===== src/rtl/core/isbm_pkg.sv =====
package isbm_pkg;

  localparam int BOUNDS         = 32;
  localparam int BOUNDARY_WIDTH = 32;
  localparam int PORT_WIDTH     = 32;
  localparam int CNT_W          = $clog2(BOUNDS + 1);
  localparam int ADDR_W         = $clog2(BOUNDS);

  // all-ones value marks the end of a list
  localparam logic [BOUNDARY_WIDTH-1:0] END_MARK = '1;

  typedef enum logic [1:0] {
    ACT_CLEAR,
    ACT_LEFT,
    ACT_RIGHT,
    ACT_MERGE
  } action_t;

  typedef enum logic [1:0] {
    OP_UNION,
    OP_INTER,
    OP_DIFF,
    OP_XOR
  } set_op_t;

  typedef enum logic [1:0] {
    ST_IDLE,
    ST_FETCH,
    ST_STEP
  } state_t;

  typedef struct packed {
    logic clear;
    logic app_left;
    logic app_right;
    logic merge_init;
    logic step;
    logic flush;
  } cmd_t;

  typedef struct packed {
    logic sweep_done;
  } status_t;

  function automatic logic apply_op(set_op_t op, logic a, logic b);
    logic r;
    case (op)
      OP_UNION: r = a | b;
      OP_INTER: r = a & b;
      OP_DIFF:  r = a & ~b;
      OP_XOR:   r = a ^ b;
      default:  r = a ^ b;
    endcase
    return r;
  endfunction

endpackage


===== src/rtl/core/isbm_ram.sv =====
module isbm_ram #(
  parameter int WIDTH = 32,
  parameter int DEPTH = 32
) (
  input  logic                     clk,
  input  logic                     we,
  input  logic [$clog2(DEPTH)-1:0] waddr,
  input  logic [WIDTH-1:0]         wdata,
  input  logic [$clog2(DEPTH)-1:0] raddr,
  output logic [WIDTH-1:0]         rdata
);

  logic [WIDTH-1:0] mem [DEPTH];

  // write one word, read one word registered
  always_ff @(posedge clk) begin
    if (we) begin
      mem[waddr] <= wdata;
    end
    rdata <= mem[raddr];
  end

endmodule


===== src/rtl/core/isbm_ctrl.sv =====
module isbm_ctrl (
  input  logic              clk,
  input  logic              rst,
  input  logic              start,
  input  logic [1:0]        action,
  input  isbm_pkg::status_t status,
  output isbm_pkg::cmd_t    cmd,
  output logic              busy
);

  isbm_pkg::state_t state, state_next;

  // state register
  always_ff @(posedge clk) begin
    if (rst) begin
      state <= isbm_pkg::ST_IDLE;
    end else begin
      state <= state_next;
    end
  end

  // next state and commands
  always_comb begin
    state_next = state;
    cmd        = '0;
    case (state)
      isbm_pkg::ST_IDLE: begin
        if (start) begin
          case (isbm_pkg::action_t'(action))
            isbm_pkg::ACT_CLEAR: cmd.clear     = 1'b1;
            isbm_pkg::ACT_LEFT:  cmd.app_left  = 1'b1;
            isbm_pkg::ACT_RIGHT: cmd.app_right = 1'b1;
            isbm_pkg::ACT_MERGE: begin
              cmd.merge_init = 1'b1;
              state_next     = isbm_pkg::ST_FETCH;
            end
            default: ;
          endcase
        end
      end
      // wait for the stores to present the current heads
      isbm_pkg::ST_FETCH: state_next = isbm_pkg::ST_STEP;
      isbm_pkg::ST_STEP: begin
        if (status.sweep_done) begin
          cmd.flush  = 1'b1;
          state_next = isbm_pkg::ST_IDLE;
        end else begin
          cmd.step   = 1'b1;
          state_next = isbm_pkg::ST_FETCH;
        end
      end
      default: state_next = isbm_pkg::ST_IDLE;
    endcase
  end

  assign busy = (state != isbm_pkg::ST_IDLE);

endmodule


===== src/rtl/core/isbm_dp.sv =====
module isbm_dp (
  input  logic                                clk,
  input  logic                                rst,
  input  isbm_pkg::cmd_t                      cmd,
  input  logic [isbm_pkg::BOUNDARY_WIDTH-1:0] value,
  input  logic [1:0]                          set_op,
  output isbm_pkg::status_t                   status,
  output logic                                strobe,
  output logic [isbm_pkg::BOUNDARY_WIDTH-1:0] res_boundary,
  output logic                                last,
  output logic                                empty_res,
  output logic                                overflow
);

  localparam int BW = isbm_pkg::BOUNDARY_WIDTH;
  localparam int CW = isbm_pkg::CNT_W;
  localparam int AW = isbm_pkg::ADDR_W;

  logic [CW-1:0]     left_count, right_count;
  logic              dropped;
  logic [CW-1:0]     li, ri;
  logic              side;
  isbm_pkg::set_op_t op;
  logic              pend_valid;
  logic [BW-1:0]     pend;

  logic          left_we, right_we;
  logic [BW-1:0] left_rd, right_rd;
  logic          l_live, r_live;
  logic [BW-1:0] lhead, rhead, head;
  logic          lside, rside, in_l, in_r, keep, emit;

  assign left_we  = cmd.app_left  && (left_count  < CW'(isbm_pkg::BOUNDS));
  assign right_we = cmd.app_right && (right_count < CW'(isbm_pkg::BOUNDS));

  isbm_ram #(.WIDTH(BW), .DEPTH(isbm_pkg::BOUNDS)) u_left_ram (
    .clk   (clk),
    .we    (left_we),
    .waddr (left_count[AW-1:0]),
    .wdata (value),
    .raddr (li[AW-1:0]),
    .rdata (left_rd)
  );

  isbm_ram #(.WIDTH(BW), .DEPTH(isbm_pkg::BOUNDS)) u_right_ram (
    .clk   (clk),
    .we    (right_we),
    .waddr (right_count[AW-1:0]),
    .wdata (value),
    .raddr (ri[AW-1:0]),
    .rdata (right_rd)
  );

  // current heads; an exhausted list reads as the end mark on its lower side
  always_comb begin
    l_live = (li < left_count);
    r_live = (ri < right_count);
    lhead  = l_live ? left_rd : isbm_pkg::END_MARK;
    rhead  = r_live ? right_rd : isbm_pkg::END_MARK;
    lside  = l_live & li[0];
    rside  = r_live & ri[0];
    head   = (lhead < rhead) ? lhead : rhead;
    in_l   = ((head < lhead) == lside);
    in_r   = ((head < rhead) == rside);
    keep   = isbm_pkg::apply_op(op, in_l, in_r);
    emit   = (keep != side);
  end

  assign status.sweep_done = (head == isbm_pkg::END_MARK);

  // list counts and drop flag
  always_ff @(posedge clk) begin
    if (rst || cmd.clear) begin
      left_count  <= '0;
      right_count <= '0;
      dropped     <= 1'b0;
    end else begin
      if (cmd.app_left) begin
        if (left_we) begin
          left_count <= left_count + CW'(1);
        end else begin
          dropped <= 1'b1;
        end
      end
      if (cmd.app_right) begin
        if (right_we) begin
          right_count <= right_count + CW'(1);
        end else begin
          dropped <= 1'b1;
        end
      end
    end
  end

  // sweep state: advance indexes, track result side, hold one word back
  always_ff @(posedge clk) begin
    if (rst) begin
      li         <= '0;
      ri         <= '0;
      side       <= 1'b0;
      pend_valid <= 1'b0;
    end else if (cmd.merge_init) begin
      li         <= '0;
      ri         <= '0;
      side       <= 1'b0;
      pend_valid <= 1'b0;
    end else if (cmd.step) begin
      if (head == lhead) begin
        li <= li + CW'(1);
      end
      if (head == rhead) begin
        ri <= ri + CW'(1);
      end
      if (emit) begin
        side       <= ~side;
        pend_valid <= 1'b1;
      end
    end
  end

  always_ff @(posedge clk) begin
    if (cmd.merge_init) begin
      op <= isbm_pkg::set_op_t'(set_op);
    end
    if (cmd.step && emit) begin
      pend <= head;
    end
  end

  // result word register
  always_ff @(posedge clk) begin
    if (rst) begin
      strobe <= 1'b0;
    end else begin
      strobe <= (cmd.step && emit && pend_valid) || cmd.flush;
    end
  end

  always_ff @(posedge clk) begin
    if (cmd.flush) begin
      res_boundary <= pend_valid ? pend : '0;
      last         <= 1'b1;
      empty_res    <= ~pend_valid;
      overflow     <= dropped;
    end else if (cmd.step && emit && pend_valid) begin
      res_boundary <= pend;
      last         <= 1'b0;
      empty_res    <= 1'b0;
      overflow     <= dropped;
    end
  end

endmodule


===== src/rtl/core/interval_set_boundary_merge.sv =====
// Interval set boundary merge.
// Input channel: an item (action, boundary, set_op) is taken at a rising edge
// with start high and busy low. Clear and the two appends leave busy low, so
// loads may be issued every cycle. An append to a full list is dropped and
// sets the drop flag behind overflow until the next clear.
// A merge raises busy and walks both lists in ascending order. Each sweep
// step passes through a fetch state for the registered read of the left and
// right list memories, then a step state to compare the heads and decide
// the result toggle. A merge covers n <= 64 stored boundaries.
// Result channel: each result word appears for exactly one cycle with strobe
// high; the receiver cannot stall it. The final word of a merge carries last;
// it shows in the cycle busy falls. A merge with an empty result gives one
// word with empty_res and last set and out_boundary zero.
// Reset clears both list counts, the drop flag behind overflow and the
// controller; the list memories are not cleared and need no clearing pass.
module interval_set_boundary_merge (
  input  logic        clk,
  input  logic        rst,
  input  logic        start,
  output logic        busy,
  input  logic [1:0]  action,
  input  logic [31:0] boundary,
  input  logic [1:0]  set_op,
  output logic        strobe,
  output logic [31:0] out_boundary,
  output logic        last,
  output logic        empty_res,
  output logic        overflow
);

  isbm_pkg::cmd_t                      cmd;
  isbm_pkg::status_t                   status;
  logic [isbm_pkg::BOUNDARY_WIDTH-1:0] res_boundary;

  isbm_ctrl u_ctrl (
    .clk    (clk),
    .rst    (rst),
    .start  (start),
    .action (action),
    .status (status),
    .cmd    (cmd),
    .busy   (busy)
  );

  isbm_dp u_dp (
    .clk          (clk),
    .rst          (rst),
    .cmd          (cmd),
    .value        (boundary[isbm_pkg::BOUNDARY_WIDTH-1:0]),
    .set_op       (set_op),
    .status       (status),
    .strobe       (strobe),
    .res_boundary (res_boundary),
    .last         (last),
    .empty_res    (empty_res),
    .overflow     (overflow)
  );

  assign out_boundary = isbm_pkg::PORT_WIDTH'(res_boundary);

endmodule


===== config.mk =====
export PLATFORM = sky130hd
export DESIGN_NAME = interval_set_boundary_merge
export DESIGN_NICKNAME = d
export VERILOG_FILES = /design/src/rtl/core/isbm_pkg.sv /design/src/rtl/core/isbm_ram.sv /design/src/rtl/core/isbm_ctrl.sv /design/src/rtl/core/isbm_dp.sv /design/src/rtl/core/interval_set_boundary_merge.sv
export SDC_FILE = /design/constraint.sdc
export NUM_CORES = 2
export LEC_CHECK = 0
export BUFFER_PORTS_ARGS = -buffer_cell sky130_fd_sc_hd__buf_2
export CAP_MARGIN = 20
export CORE_UTILIZATION = 65
export DETAILED_ROUTE_END_ITERATION = 12
export GPL_TIMING_DRIVEN = 0
export HOLD_SLACK_MARGIN = 0.15
export PLACE_DENSITY = 0.81
export SLEW_MARGIN = 30
export SYNTH_ARGS = -nofsm -noshare
export SYNTH_HDL_FRONTEND = slang
export SYNTH_SLANG_ARGS = --single-unit

===== constraint.sdc =====
create_clock -name clk -period 13.2 [get_ports clk]
set_input_delay 3.96 -clock clk [delete_from_list [all_inputs] [get_ports clk]]
set_output_delay 3.96 -clock clk [all_outputs]
set_load 0.01 [all_outputs]

==> flow_metrics.tcl <==
set metrics [dict create \
    maxSlewViolCount 0 \
    die_h_um 366 \
    finalPower_mw 14.2 \
    postRouteWirelength_um 262000 \
    ys.flop_type "edfxtp_1" \
    postSynthCellCount 3856 \
    design.core.area_sq_um 131000 \
    totalNegativeSetupSlack_ps 0 \
    grt_pass1_vias 47100 \
    setup.worst_path.start_class "flop" \
    crit_family "compound AO/OA/AOI/OAI gates" \
    rsz0062_at_grt "false" \
    synth_edf_count 2116 \
    cts.sinks 2211 \
    slew-limit-headroom 0.263 \
    cts_setup_buffers 0 \
    multi_input_area_sq_um 20300 \
    leakagePower_nw 30.8 \
    wl_met1_um 84700 \
    drv_cap 0 \
    grt_max_degree 65 \
    antenna_found_initial 11 \
    via_count 47900 \
    avgViaCountPerCell 7.75 \
    gp_congestion 0.909 \
    top_layer "met5" \
    track_usage 0.396 \
    rows 133 \
    root_buffer "clkbuf_16" \
    fillers 6227 \
    cpMostUsedCell "ha_1" \
    cts_resized 0 \
    synth_cell_types 62 \
    path_clk_slew_ps 60 \
    drc_errors 0 \
    ff_latch_area_sq_um 65400 \
    vdd_ir_drop_max_mv 0.146 \
    drive_above_1_share 0.307 \
    critPathRequiredTime_ps 13770 \
    wl_met2_um 121000 \
    first_iter_violations 9242 \
    cts_tree "done" \
    drtAntennaViolNets 0 \
    synth_area_sq_um 86200 \
    ys_seq_area_frac 0.760 \
    fmax_ghz 0.0954 \
    pin_count 76 \
    slowest_stage "nor4_2" \
    outcome "complete, no violations" \
    hpwlAfterDp_um 151000 \
    portBuffers 75 \
    finalHoldViolCount 0 \
    synthArstFlopShare 0 \
    critical_path_class "flop to flop" \
    synth_area_per_cell_sq_um 22.3 \
    dieArea_sq_um 134000 \
    htreeDepth 4 \
    max_slew.worst_pin.slew_ps 1110 \
    cts_buffer_depth 3 \
    yosys_register_bits 2211 \
    synthesis.nets 4011 \
    min_period_over_period 0.794 \
    route.met3.wl_um 38300 \
    power_density_nw_per_um2 143 \
    clock_latency_ps 880 \
    worstPathBufferInverterCount 7 \
    hp-class "flop to flop" \
    cpPeakStageDelay_ps 760 \
    syn_to_final_growth_pct 15.3 \
    grt_overflow 0 \
    layout.nets 4413 \
    critPathMaxFanout 17 \
    ys_warn_count 0 \
    initial_utilization 0.655 \
    numCtsBuffers 202 \
    setup_violations 0 \
    end_kind "flop" \
    skew_ps 46.0 \
    dieWidth_um 366 \
    layout_min_cycle_time_ps 10480 \
    grt_pass1_wl_um 364000 \
    cp.arrival_ps 11040 \
    cts_hold_buf 0 \
    wl_per_cell_um 42.3 \
    drt-pass1-iter-count 8 \
]
-- cells by family after synthesis --
kind of cell / count (synthesis) / synth area share
flops: 2211 / 0.760
mux: 709 / 0.176
simple gates: 409 / 0.0234
buf+inv: 238 / 0.0105
compound gates: 161 / 0.0122
fa+ha+maj: 116 / 0.0168
xor+xnor: 12 / 0.00122
-- cell type report --
cell class / count / area share
inverter: 56 / 0.00212
clock buffer: 261 / 0.0544
tap: 1755 / 0.0221
buffer: 182 / 0.00803
clock inverter: 115 / 0.0121
sequential: 2211 / 0.659
timing repair buffer: 198 / 0.0380
antenna: 2 / 0.0000504
multi-input combinational: 1407 / 0.205
-- final timing paths --
kind,start,endpoint,slack (ps),cells past startpoint
max,u_dp.right_count[3],u_dp.pend[15],2720,34
min,u_dp.dropped,u_dp.overflow,450,0
max reg2reg,u_dp.right_count[3],u_dp.pend[15],2720,34
min reg2reg,u_dp.dropped,u_dp.overflow,450,0
-- report_power, final --
group	internal [mW]	switching (mW)	total [mW]	leakage (nW)
Clock	3.32	2.71	6.03	3.23
Combinational	0.118	0.331	0.449	7.81
Sequential	7.69	0.0173	7.71	19.8
Total	11.1	3.06	14.2	30.8
-- metrics by stage --
stage	hold slack [ps]	setup WS [ps]	area, sq um	instances	util
after floorplan	409	4330	86200	3856	-
after global placement	427	1750	88700	5686	0.675
after detailed placement	430	3350	92700	5809	0.705
after CTS	453	3040	99300	6185	0.755
after global routing	470	2570	99400	6185	0.756
final	447	2720	99400	6187	0.756
-- placed cells by master, fill, tap and decap left out, types with 84 or more instances in the layout --
master | synthesis | final
clkbuf_16 | 0 | 204
clkbuf_1 | 123 | 130
edfxtp_1 | 2116 | 2116
mux4_2 | 640 | 640
buf_16 | 0 | 118
ha_1 | 116 | 116
dfxtp_1 | 95 | 95
nor2_1 | 171 | 107
buf_2 | 6 | 84
-- metal layers --
metal / vias up / global-route usage
met4: 10 / 0.206
met1: 24100 / 0.530
met3: 1217 / 0.111
met2: 5437 / 0.603
met5: - / 0
li1: 17100 / -
-- Yosys cell counts (4+ instances only) --
cell / count / area, sq um
a211oi_1: 7 / 52.6
a21o_1: 17 / 128
a21oi_1: 63 / 315
and2_1: 33 / 206
and3_1: 5 / 31.3
and4_1: 5 / 43.8
buf_1: 53 / 199
buf_2: 6 / 30.0
clkbuf_1: 123 / 462
dfxtp_1: 95 / 1900
edfxtp_1: 2116 / 63500
ha_1: 116 / 1450
inv_1: 53 / 199
mux2_2: 64 / 721
mux2i_1: 4 / 40.0
mux4_2: 640 / 14400
nand2_1: 37 / 139
nand2b_1: 6 / 37.5
nand3_1: 29 / 145
nand4_1: 43 / 269
nor2_1: 171 / 642
nor2b_1: 5 / 31.3
nor3_1: 35 / 175
nor4_1: 8 / 50.1
o211ai_1: 9 / 67.6
o21a_1: 7 / 52.6
o21ai_0: 20 / 100
o31a_1: 5 / 43.8
o31ai_1: 4 / 30.0
or2_2: 5 / 31.3
or3_1: 8 / 50.1
or4_1: 4 / 30.0
xnor2_1: 11 / 96.3
-- sequential cells by signal, summed over array words and instances, names as in the netlist --
register and count:
u_dp.overflow 1, u_dp.pend 32, u_dp.last 1, u_dp.u_right_ram.mem 1024
u_dp.left_count 6, u_dp.li 6, u_dp.empty_res 1, u_dp.strobe 1
u_dp.pend_valid 1, u_dp.u_left_ram.mem 1024, u_dp.side 1, u_dp.op 2
u_dp.u_left_ram.rdata 32, u_dp.right_count 6, u_dp.u_right_ram.rdata 32, u_ctrl.state 2
u_dp.ri 6, u_dp.res_boundary 32, u_dp.dropped 1
Power figures use the tool's default switching activity.
